### src/rtl/core/oli_pkg.sv
package oli_pkg;

    // default list capacity
    localparam int LIST_DEPTH = 16;

    // fixed field widths
    localparam int OP_W     = 2;
    localparam int DATA_W   = 32;
    localparam int INDEX_W  = 5;
    localparam int STATUS_W = 2;
    localparam int POS_W    = 4;

    // most results one read-out gives
    localparam int RESULT_CAP = 16;

    // op codes
    localparam logic [OP_W-1:0] OP_PUSH = 2'd0;
    localparam logic [OP_W-1:0] OP_DEL  = 2'd1;
    localparam logic [OP_W-1:0] OP_READ = 2'd2;

    // status codes
    localparam logic [STATUS_W-1:0] STAT_OK      = 2'd0;
    localparam logic [STATUS_W-1:0] STAT_EMPTY   = 2'd1;
    localparam logic [STATUS_W-1:0] STAT_INVALID = 2'd2;
    localparam logic [STATUS_W-1:0] STAT_FULL    = 2'd3;

    typedef struct packed {
        logic [OP_W-1:0]          op;
        logic signed [DATA_W-1:0] value;
        logic [INDEX_W-1:0]       index;
    } t_in_word;

    typedef struct packed {
        logic [STATUS_W-1:0]      status;
        logic signed [DATA_W-1:0] item;
        logic [POS_W-1:0]         position;
        logic                     last;
    } t_out_word;

    // shift commands broadcast along the cell chain
    typedef struct packed {
        logic push;   // every cell takes its front neighbor
        logic del;    // cells at or behind the delete point take their back neighbor
        logic rot;    // front part of the chain rotates by one toward the front
    } t_cell_ctl;

endpackage

### src/rtl/core/oli_cell.sv
module oli_cell #(
    parameter int IDX_W    = 4,
    parameter int CELL_IDX = 0
) (
    input  logic                        i_clk,
    input  oli_pkg::t_cell_ctl          i_ctl,
    input  logic [IDX_W-1:0]            i_del_pos,
    input  logic [IDX_W-1:0]            i_tail,
    input  logic [oli_pkg::DATA_W-1:0]  i_prev,
    input  logic [oli_pkg::DATA_W-1:0]  i_next,
    input  logic [oli_pkg::DATA_W-1:0]  i_wrap,
    output logic [oli_pkg::DATA_W-1:0]  o_data
);
    import oli_pkg::*;

    localparam logic [IDX_W-1:0] MY_IDX = IDX_W'(CELL_IDX);

    logic [DATA_W-1:0] r_data;
    logic [DATA_W-1:0] n_data;

    always_comb begin
        n_data = r_data;
        if (i_ctl.push) begin
            n_data = i_prev;
        end else if (i_ctl.del && (MY_IDX >= i_del_pos)) begin
            n_data = i_next;
        end else if (i_ctl.rot) begin
            if (MY_IDX == i_tail) begin
                n_data = i_wrap;
            end else if (MY_IDX < i_tail) begin
                n_data = i_next;
            end
        end
    end

    always_ff @(posedge i_clk) begin
        r_data <= n_data;
    end

    assign o_data = r_data;

endmodule

### src/rtl/core/ordered_list_insert_delete.sv
// Bounded ordered list of signed 32-bit values held in a chain of DEPTH cells,
// cell 0 being the front. A push (op 0) shifts the whole chain back by one and
// puts the value in cell 0; on a full list the value is dropped with status
// full. A delete (op 1) closes the gap by pulling every cell at or behind the
// index forward; an empty list gives status empty, an index at or past the
// count gives status invalid. A read-out (op 2) rotates the occupied cells
// toward the front one place a cycle, pausing while a result cannot be taken,
// and emits cell 0 each time, so the list leaves front to back and is back in
// its original order once all count entries have gone round; an empty list
// gives one result with status empty. Any other op code gives one ok result.
// Every op except a non-empty read-out gives exactly one result word with last
// set. A new word is accepted every cycle as long as the result word register
// is drained and no read-out is running. A read-out holds off the input until
// the rotation of the cell chain has gone through all count entries (count
// being the list length); with DEPTH above sixteen only the first sixteen
// entries are emitted, the rest of the rotation runs silently. The cells need
// no clearing after reset: only entries below count are ever read.
module ordered_list_insert_delete #(
    parameter int DEPTH = oli_pkg::LIST_DEPTH
) (
    input  logic               i_clk,
    input  logic               i_rst_n,
    input  logic               i_in_valid,
    output logic               o_in_ready,
    input  oli_pkg::t_in_word  i_in_word,
    output logic               o_out_valid,
    input  logic               i_out_ready,
    output oli_pkg::t_out_word o_out_word
);
    import oli_pkg::*;

    localparam int IDX_W = (DEPTH > 1) ? $clog2(DEPTH) : 1;
    localparam int CNT_W = $clog2(DEPTH + 1);
    // common width for comparing count, step and the input index
    localparam int CMP_W = (CNT_W > INDEX_W) ? CNT_W : INDEX_W;

    // controller states
    localparam logic ST_IDLE = 1'b0;
    localparam logic ST_READ = 1'b1;

    logic             r_state;
    logic             n_state;
    logic [CNT_W-1:0] r_count;
    logic [CNT_W-1:0] n_count;
    logic [IDX_W-1:0] r_step;
    logic [IDX_W-1:0] n_step;
    logic             r_out_valid;
    logic             n_out_valid;
    t_out_word        r_out_word;
    t_out_word        n_out_word;

    logic [DATA_W-1:0] w_cell_q [DEPTH];
    t_cell_ctl         w_ctl;

    // decode of the incoming word
    logic             w_accept;
    logic             w_out_free;
    logic             w_full;
    logic             w_empty;
    logic             w_idx_bad;
    logic [CMP_W-1:0] w_idx_ext;
    logic [CMP_W-1:0] w_cnt_ext;
    logic [IDX_W-1:0] w_del_pos;
    logic [IDX_W-1:0] w_tail;

    // read-out step
    logic [CMP_W-1:0] w_step_ext;
    logic             w_emit;
    logic             w_rot_go;
    logic             w_step_end;

    assign w_out_free = !r_out_valid || i_out_ready;
    assign o_in_ready = (r_state == ST_IDLE) && w_out_free;
    assign w_accept   = i_in_valid && o_in_ready;

    assign w_full    = (r_count == CNT_W'(DEPTH));
    assign w_empty   = (r_count == '0);
    assign w_idx_ext = CMP_W'(i_in_word.index);
    assign w_cnt_ext = CMP_W'(r_count);
    assign w_idx_bad = (w_idx_ext >= w_cnt_ext);
    // only used when the index is below count, so it fits a cell index
    assign w_del_pos = w_idx_ext[IDX_W-1:0];
    // last occupied cell, meaningful while the list is not empty
    assign w_tail    = w_cnt_ext[IDX_W-1:0] - IDX_W'(1);

    // read-out: emit while under the result cap, then rotate silently
    assign w_step_ext = CMP_W'(r_step);
    assign w_emit     = (w_step_ext < CMP_W'(RESULT_CAP));
    assign w_rot_go   = (r_state == ST_READ) && (!w_emit || w_out_free);
    assign w_step_end = (r_step == w_tail);

    always_comb begin
        w_ctl.push = w_accept && (i_in_word.op == OP_PUSH) && !w_full;
        w_ctl.del  = w_accept && (i_in_word.op == OP_DEL) && !w_empty && !w_idx_bad;
        w_ctl.rot  = w_rot_go;
    end

    // cell chain: push comes in at the front, delete and rotate pull from behind
    for (genvar g = 0; g < DEPTH; g++) begin : g_cell
        logic [DATA_W-1:0] w_prev;
        logic [DATA_W-1:0] w_next;

        if (g == 0) begin : g_front
            assign w_prev = i_in_word.value;
        end else begin : g_mid_prev
            assign w_prev = w_cell_q[g-1];
        end

        if (g == DEPTH - 1) begin : g_back
            assign w_next = w_cell_q[g];
        end else begin : g_mid_next
            assign w_next = w_cell_q[g+1];
        end

        oli_cell #(
            .IDX_W    (IDX_W),
            .CELL_IDX (g)
        ) u_cell (
            .i_clk     (i_clk),
            .i_ctl     (w_ctl),
            .i_del_pos (w_del_pos),
            .i_tail    (w_tail),
            .i_prev    (w_prev),
            .i_next    (w_next),
            .i_wrap    (w_cell_q[0]),
            .o_data    (w_cell_q[g])
        );
    end

    // controller, count and result word register
    always_comb begin
        n_state     = r_state;
        n_count     = r_count;
        n_step      = r_step;
        n_out_valid = r_out_valid && !i_out_ready;
        n_out_word  = r_out_word;

        if (w_accept) begin
            // single-result default
            n_out_word.status   = STAT_OK;
            n_out_word.item     = '0;
            n_out_word.position = '0;
            n_out_word.last     = 1'b1;
            n_out_valid         = 1'b1;
            case (i_in_word.op)
                OP_PUSH: begin
                    if (w_full) begin
                        n_out_word.status = STAT_FULL;
                    end else begin
                        n_count = r_count + CNT_W'(1);
                    end
                end
                OP_DEL: begin
                    if (w_empty) begin
                        n_out_word.status = STAT_EMPTY;
                    end else if (w_idx_bad) begin
                        n_out_word.status = STAT_INVALID;
                    end else begin
                        n_count = r_count - CNT_W'(1);
                    end
                end
                OP_READ: begin
                    if (w_empty) begin
                        n_out_word.status = STAT_EMPTY;
                    end else begin
                        // results come from the rotation, not from here
                        n_out_valid = r_out_valid && !i_out_ready;
                        n_out_word  = r_out_word;
                        n_state     = ST_READ;
                        n_step      = '0;
                    end
                end
                default: begin
                end
            endcase
        end

        if (w_rot_go) begin
            if (w_emit) begin
                n_out_valid         = 1'b1;
                n_out_word.status   = STAT_OK;
                n_out_word.item     = $signed(w_cell_q[0]);
                n_out_word.position = w_step_ext[POS_W-1:0];
                n_out_word.last     = w_step_end ||
                                      (w_step_ext == CMP_W'(RESULT_CAP - 1));
            end
            if (w_step_end) begin
                n_state = ST_IDLE;
            end else begin
                n_step = r_step + IDX_W'(1);
            end
        end
    end

    always_ff @(posedge i_clk) begin
        if (!i_rst_n) begin
            r_state     <= ST_IDLE;
            r_count     <= '0;
            r_step      <= '0;
            r_out_valid <= 1'b0;
        end else begin
            r_state     <= n_state;
            r_count     <= n_count;
            r_step      <= n_step;
            r_out_valid <= n_out_valid;
        end
    end

    // result payload, no reset
    always_ff @(posedge i_clk) begin
        r_out_word <= n_out_word;
    end

    assign o_out_valid = r_out_valid;
    assign o_out_word  = r_out_word;

endmodule

### config.mk
export PLATFORM = sky130hd
export DESIGN_NAME = ordered_list_insert_delete
export DESIGN_NICKNAME = d
export VERILOG_FILES = /design/src/rtl/core/oli_pkg.sv /design/src/rtl/core/oli_cell.sv /design/src/rtl/core/ordered_list_insert_delete.sv
export SDC_FILE = /design/constraint.sdc
export NUM_CORES = 1
export LEC_CHECK = 0
export BUFFER_PORTS_ARGS = -buffer_cell sky130_fd_sc_hd__buf_2
export CAP_MARGIN = 20
export CORE_MARGIN = 5
export CORE_UTILIZATION = 59
export DETAILED_ROUTE_END_ITERATION = 6
export PLACE_DENSITY_LB_ADDON = 0.08
export SLEW_MARGIN = 0
export SYNTH_ARGS = -nofsm -noshare
export SYNTH_HDL_FRONTEND = slang
export SYNTH_SLANG_ARGS = --single-unit
### constraint.sdc
create_clock -name i_clk -period 15.2 [get_ports i_clk]
set_clock_uncertainty 0.2 [all_clocks]
set_input_delay 4.56 -clock i_clk [delete_from_list [all_inputs] [get_ports i_clk]]
set_output_delay 4.56 -clock i_clk [all_outputs]
set_load 0.005 [all_outputs]
==> flow_summary.toml, run 1 <==
[floorplan]
dieWidth_um = 228
die_y_um = 228
pin_count = 84
rows = 80
initial_core_util = 0.593
dieArea_mm2 = 0.0520
core_area_mm2 = 0.0473

[worst_hold_path]
min_from = "o_out_word[38]"
hold_class = "flip-flop to flip-flop"

[yosys]
yosys_warnings = 0
synth_top_family_by_area = "simple AND/OR/NAND/NOR gates"
synth_edf_count = 549
synth-seq-cells = 562
synthXorXnorAreaFrac = 0.00477
synthCells = 2604
ys_types = 62
synth_area_mm2 = 0.0281
dominantRegCellSynth = "edfxtp_1"
synth_fa_ha_area_frac = 0.00651
synth-compound-area-share = 0.114
synth_fp_nets = 2661
synth_mux_area_frac = 0.0935
avgSynthCellArea_um2 = 10.8
ys_seq_area_frac = 0.597
synth_async_sr_flop_share = 0
synthSimpleGateAreaFrac = 0.146

[cts]
clk_latency_ns = 0.62
root_buffer = "clkbuf_16"
cts_resized = 0
cts_hold_buf = 0
h-tree-depth = 2
cts_buffer_depth = 3
numCtsBuffers = 59
clk_pin_slew_ns = 0.05
cts_tree = "yes"
clock-sinks = 562
cts_setup_buffers = 0

[setup_path]
r2r_start = "r_count[0]"
startpoint = "i_out_ready"
cp-start-kind = "primary input"
crit_type = "primary input to output port"
worst_setup_path_end_kind = "output port"
cp.arrival_ns = 5.23
crit_fanout = 4
cp_data_required_time_ns = 10.44

[place]
gp_congestion = 0.846
hpwl_um = 40100
numPortBuffers = 83
dp.cells = 3120

[pwr]
switchingPower_mw = 0.906
power_frac_seq = 0.513
p_int_mw = 2.77
power_mw = 3.67
p_clk_frac = 0.388
p_per_area_mw_per_mm2 = 120
p_leak_nw = 10.4
peakVddDrop_mv = 0.0860
p_comb_frac = 0.100
swShare = 0.247

[global_routing]
gr-max-usage-layer = "met2"
grtUsageMet3 = 0.0466
grt_pass1_wl_um = 115000
grt_pass1_vias = 19500
grt-ovfl-total = 0
antenna_found_initial = 0
grt_use_met1 = 0.396
grt.met2_usage = 0.451
grt_use_total = 0.280
grt_max_degree = 168

[cells_and_area]
multi_input_comb_area_mm2 = 0.0104
drive_gt1_frac = 0.0938
area_growth_syn_to_layout_pct = 8.84
nFillCells = 3737
antenna_cells = 0
seq_area_mm2 = 0.0167
layout.nets = 2623
layout.cells.non_filler = 3226

[drt]
drt-wirelength-per-cell_um = 23.5
drtAntennaViolNets = 0
drt_iter0_markers = 2359
dr.pass1.iters = 6
viasPerCell = 6.34
drc = 0
routed_wl_um = 75700
route.vias.total = 20500

[timing]
slew-limit-headroom = 0.298
finalSetupTns_ns = 0
whs_ns = 0.312
fin_crit_ns = 9.99
final-max-slew-violation-count = 0
hold_violations = 0
post-route-period-util = 0.657
fmax_mhz = 100
tightest_slew_ns = 1.05
setup_viol_count_final = 0
rsz0062_at_grt = "false"

[run_status]
status = "finished, final reports clean"

[job]
drv_cap = 0
-- routing by layer --
layer | up-vias | wire (um)
li1 | 9359 | -
met1 | 9972 | 31400
met2 | 976 | 35300
met3 | 157 | 6610
met4 | 0 | 2390
met5 | - | 0
-- registers in the layout, indices dropped and copies added, names as in the netlist --
name / cells
g_cell.u_cell.o_data: 512
o_out_valid: 1
o_out_word: 39
r_count: 5
r_state: 1
r_step: 4
-- cell families after synthesis --
group                    after synthesis
XOR/XNOR                              12
multiplexers                         258
buffers and inverters                234
adder cells (fa/ha/maj)               14
AO/OA/AOI/OAI                        531
AND/OR/NAND/NOR                      993
flip-flops                           562
-- critical path, stage by stage --
cell and delay [ns]:
buf_2 0.11, nor2b_1 0.33, nor2_1 0.09, buf_2 0.14
-- per-stage QoR --
| stage | utilization | area [um2] | setup WS, ns |
|---|---|---|---|
| after floorplan | - | 28100 | 4.98 |
| after global placement | 0.606 | 28700 | 5.23 |
| after detailed placement | 0.606 | 28700 | 5.21 |
| after CTS | 0.645 | 30500 | 5.21 |
| after global routing | 0.645 | 30500 | 5.17 |
| final | 0.645 | 30500 | 5.21 |
-- power by group through the flow --
stage	clock [mW]	sequential [mW]	combinational, mW
2_1_floorplan	0	1.89	0.251
3_5_place_dp	0	1.91	0.362
4_1_cts	1.44	1.88	0.363
6_report	1.42	1.88	0.366
5_1_grt	1.51	1.89	0.398
3_3_place_gp	0	1.91	0.351
-- area by class of cell --
cell class,instances,area share
sequential,562,0.548
multi-input combinational,1808,0.340
clock buffer,74,0.0509
tap,615,0.0252
timing repair buffer,126,0.0246
clock inverter,32,0.0103
inverter,9,0.00111
-- synth_stat cells, types with 30 or more instances --
master,n,share of area
a21oi_1,110,0.020
a31oi_1,69,0.015
and3_1,39,0.0087
buf_2,51,0.0091
clkbuf_1,129,0.017
edfxtp_1,549,0.59
mux2_1,30,0.012
mux2i_1,226,0.081
nand2_1,661,0.088
nand3_1,114,0.020
nor2_1,140,0.019
o211ai_1,101,0.027
o21ai_0,179,0.032
o21ai_1,33,0.0059
-- cells in the final DEF (no fill, tap or decap), types with 30 or more instances in the layout --
cell type and instances:
clkbuf_16 60, mux2i_1 226, nand2_1 658, a31oi_1 68, nand3_1 109, nor2_1 140
buf_2 83, edfxtp_1 549, a21oi_1 110, buf_4 42, mux2_1 30, and3_1 39
o211ai_1 101, o21ai_0 178, o21ai_1 33
-- worst paths after layout --
path	to	slack [ns]	cells past startpoint
max	o_in_ready	5.21	4
min	o_out_word[38]	0.31	2
min reg2reg	o_out_word[38]	0.31	2
max reg2reg	g_cell[9].u_cell.o_data[13]	10.25	7
No activity file was read; power rests on OpenSTA's default activity.
==> run 2: changes to the inputs <==
--- a/config.mk
+++ b/config.mk
@@ -8,7 +8,7 @@
 export BUFFER_PORTS_ARGS = -buffer_cell sky130_fd_sc_hd__buf_2
 export CAP_MARGIN = 20
 export CORE_MARGIN = 5
-export CORE_UTILIZATION = 59
+export CORE_UTILIZATION = 57
 export DETAILED_ROUTE_END_ITERATION = 6
 export PLACE_DENSITY_LB_ADDON = 0.08
 export SLEW_MARGIN = 0
==> constraint.sdc (replaced) <==
create_clock -name i_clk -period 9 [get_ports i_clk]
set_clock_uncertainty 0.2 [all_clocks]
set_input_delay 2.7 -clock i_clk [delete_from_list [all_inputs] [get_ports i_clk]]
set_output_delay 2.7 -clock i_clk [all_outputs]
set_load 0.005 [all_outputs]
==> run 2 against run 1 <==
Compared with the run above: design area shrank 0.37%; die area grew 3.4%; clock-buffer cell count grew 4; combinational power grew 68%; sequential share of layout area grew 0.21 points; clock power grew 58%; highest routed layer unchanged; non-clock buffer count shrank 3; sequential power grew 69%; register-to-register slack lost 5.7 ns; via count shrank 0.44%; total power grew 64%.
==> flow_summary.toml, run 2 (same netlist as run 1, synthesis figures left out) <==
[global_routing]
grt_pass1_vias = 19500
grt-ovfl-total = 0
antenna_found_initial = 0
grt_max_degree = 230
grt_use_total = 0.277
grt_pass1_wl_um = 116000

[worst_hold_path]
min_from = "o_out_word[38]"
hold_class = "flip-flop to flip-flop"
hold_path_depth = 2
min_to = "o_out_word[38]"

[place]
hpwl_um = 41700
dp.cells = 3166
numPortBuffers = 83
gp_congestion = 0.839
place_area_mm2 = 0.0287

[cts]
numCtsBuffers = 59
clk_latency_ns = 0.62
cts_buffer_depth = 3
clk_pin_slew_ns = 0.06
root_buffer = "clkbuf_16"
cts_hold_buf = 0
h-tree-depth = 2
cts_setup_buffers = 0
clock-sinks = 562
cts_resized = 0
cts_tree = "yes"

[setup_path]
crit_type = "primary input to output port"
cp.arrival_ns = 3.40
cp_data_required_time_ns = 6.10
timing.rr.end = "g_cell[14].u_cell.o_data[9]"
reg2regPathDepth = 7
r2r_start = "r_count[0]"
rrSetupSlack_ns = 4.58
cp-start-kind = "primary input"
worst_setup_path_end_kind = "output port"
crit_fanout = 4

[timing]
finalSetupTns_ns = 0
tightest_slew_ns = 1.23
slew-limit-headroom = 0.180
fmax_mhz = 159
rsz0062_at_grt = "false"
whs_ns = 0.317
fin_crit_ns = 6.30
setup_viol_count_final = 0
final-max-slew-violation-count = 0
post-route-period-util = 0.700
hold_violations = 0

[cells_and_area]
final_common_cell = "nand2_1"
nFillCells = 3994
layout.nets = 2620
area_growth_syn_to_layout_pct = 8.44
layout.cells.non_filler = 3268
fin_area_mm2 = 0.0304
mostFrequentLayoutCells = "658 x nand2_1, 549 x edfxtp_1, 226 x mux2i_1, 178 x o21ai_0, 140 x nor2_1"
largest_reg_flops = 512
drive_gt1_frac = 0.0891

[floorplan]
rows = 81
core_area_mm2 = 0.0488
initial_core_util = 0.574
die_y_um = 232
dieWidth_um = 232
dieArea_mm2 = 0.0538
pin_count = 84

[drt]
drt_iter0_markers = 2176
drt-wirelength-per-cell_um = 23.3
dr.pass1.iters = 6
viasPerCell = 6.23
route.vias.total = 20400
routed_wl_um = 76200
drc = 0
drtAntennaViolNets = 0

[pwr]
p_leak_nw = 10.3
peakVddDrop_mv = 0.141
p_per_area_mw_per_mm2 = 198

[job]
drv_cap = 0

[run_status]
status = "finished, final reports clean"
==> run 2: worst max path at each step <==
stage	from	end	slack, ns	depth (start not counted)
finish	i_out_ready	o_in_ready	2.70	4
global route	i_out_ready	o_in_ready	2.64	4
CTS	i_out_ready	o_in_ready	2.72	4
detailed placement	i_in_word[2]	g_cell[5].u_cell.o_data[14]	2.69	9
global placement	i_out_ready	o_in_ready	2.74	4
floorplan	i_in_word[2]	g_cell[1].u_cell.o_data[0]	0.64	6
==> run 2: layout make-up <==
cell class / count / area, um2 / area share
Sequential cell: 562 / 16700 / 0.550
Clock buffer: 78 / 1550 / 0.0509
Clock inverter: 23 / 153 / 0.00502
Antenna cell: 1 / 2.50 / 0.0000822
Multi-Input combinational cell: 1808 / 10400 / 0.341
Tap cell: 664 / 831 / 0.0273
Inverter: 9 / 33.8 / 0.00111
Timing Repair Buffer: 123 / 741 / 0.0243
==> run 2: worst max-delay path, stage by stage <==
cell	delay [ns]
buf_2	0.10
nor2b_1	0.31
nor2_1	0.10
buf_2	0.18
==> run 2: report_power, final <==
| group | total [mW] | switching (mW) | internal, mW |
|---|---|---|---|
| clock | 2.24 | 0.988 | 1.25 |
| sequential | 3.18 | 0.0951 | 3.09 |
| combinational | 0.614 | 0.415 | 0.199 |
==> run 2: per-stage QoR <==
stage / util / setup WS [ns] / total power [mW]
after floorplan: - / 0.638 / 3.62
after global placement: 0.588 / 2.74 / 3.82
after detailed placement: 0.588 / 2.69 / 3.84
after CTS: 0.623 / 2.72 / 6.06
after global routing: 0.623 / 2.64 / 6.25
final: 0.623 / 2.70 / 6.03
==> run 2: routing by layer <==
| metal | up-vias | GRT usage | routed length, um |
|---|---|---|---|
| met5 | - | 0 | 0 |
| met4 | 0 | 0.0835 | 2140 |
| met3 | 124 | 0.0452 | 6280 |
| met2 | 880 | 0.444 | 35500 |
| met1 | 10000 | 0.395 | 32300 |
| li1 | 9335 | - | - |
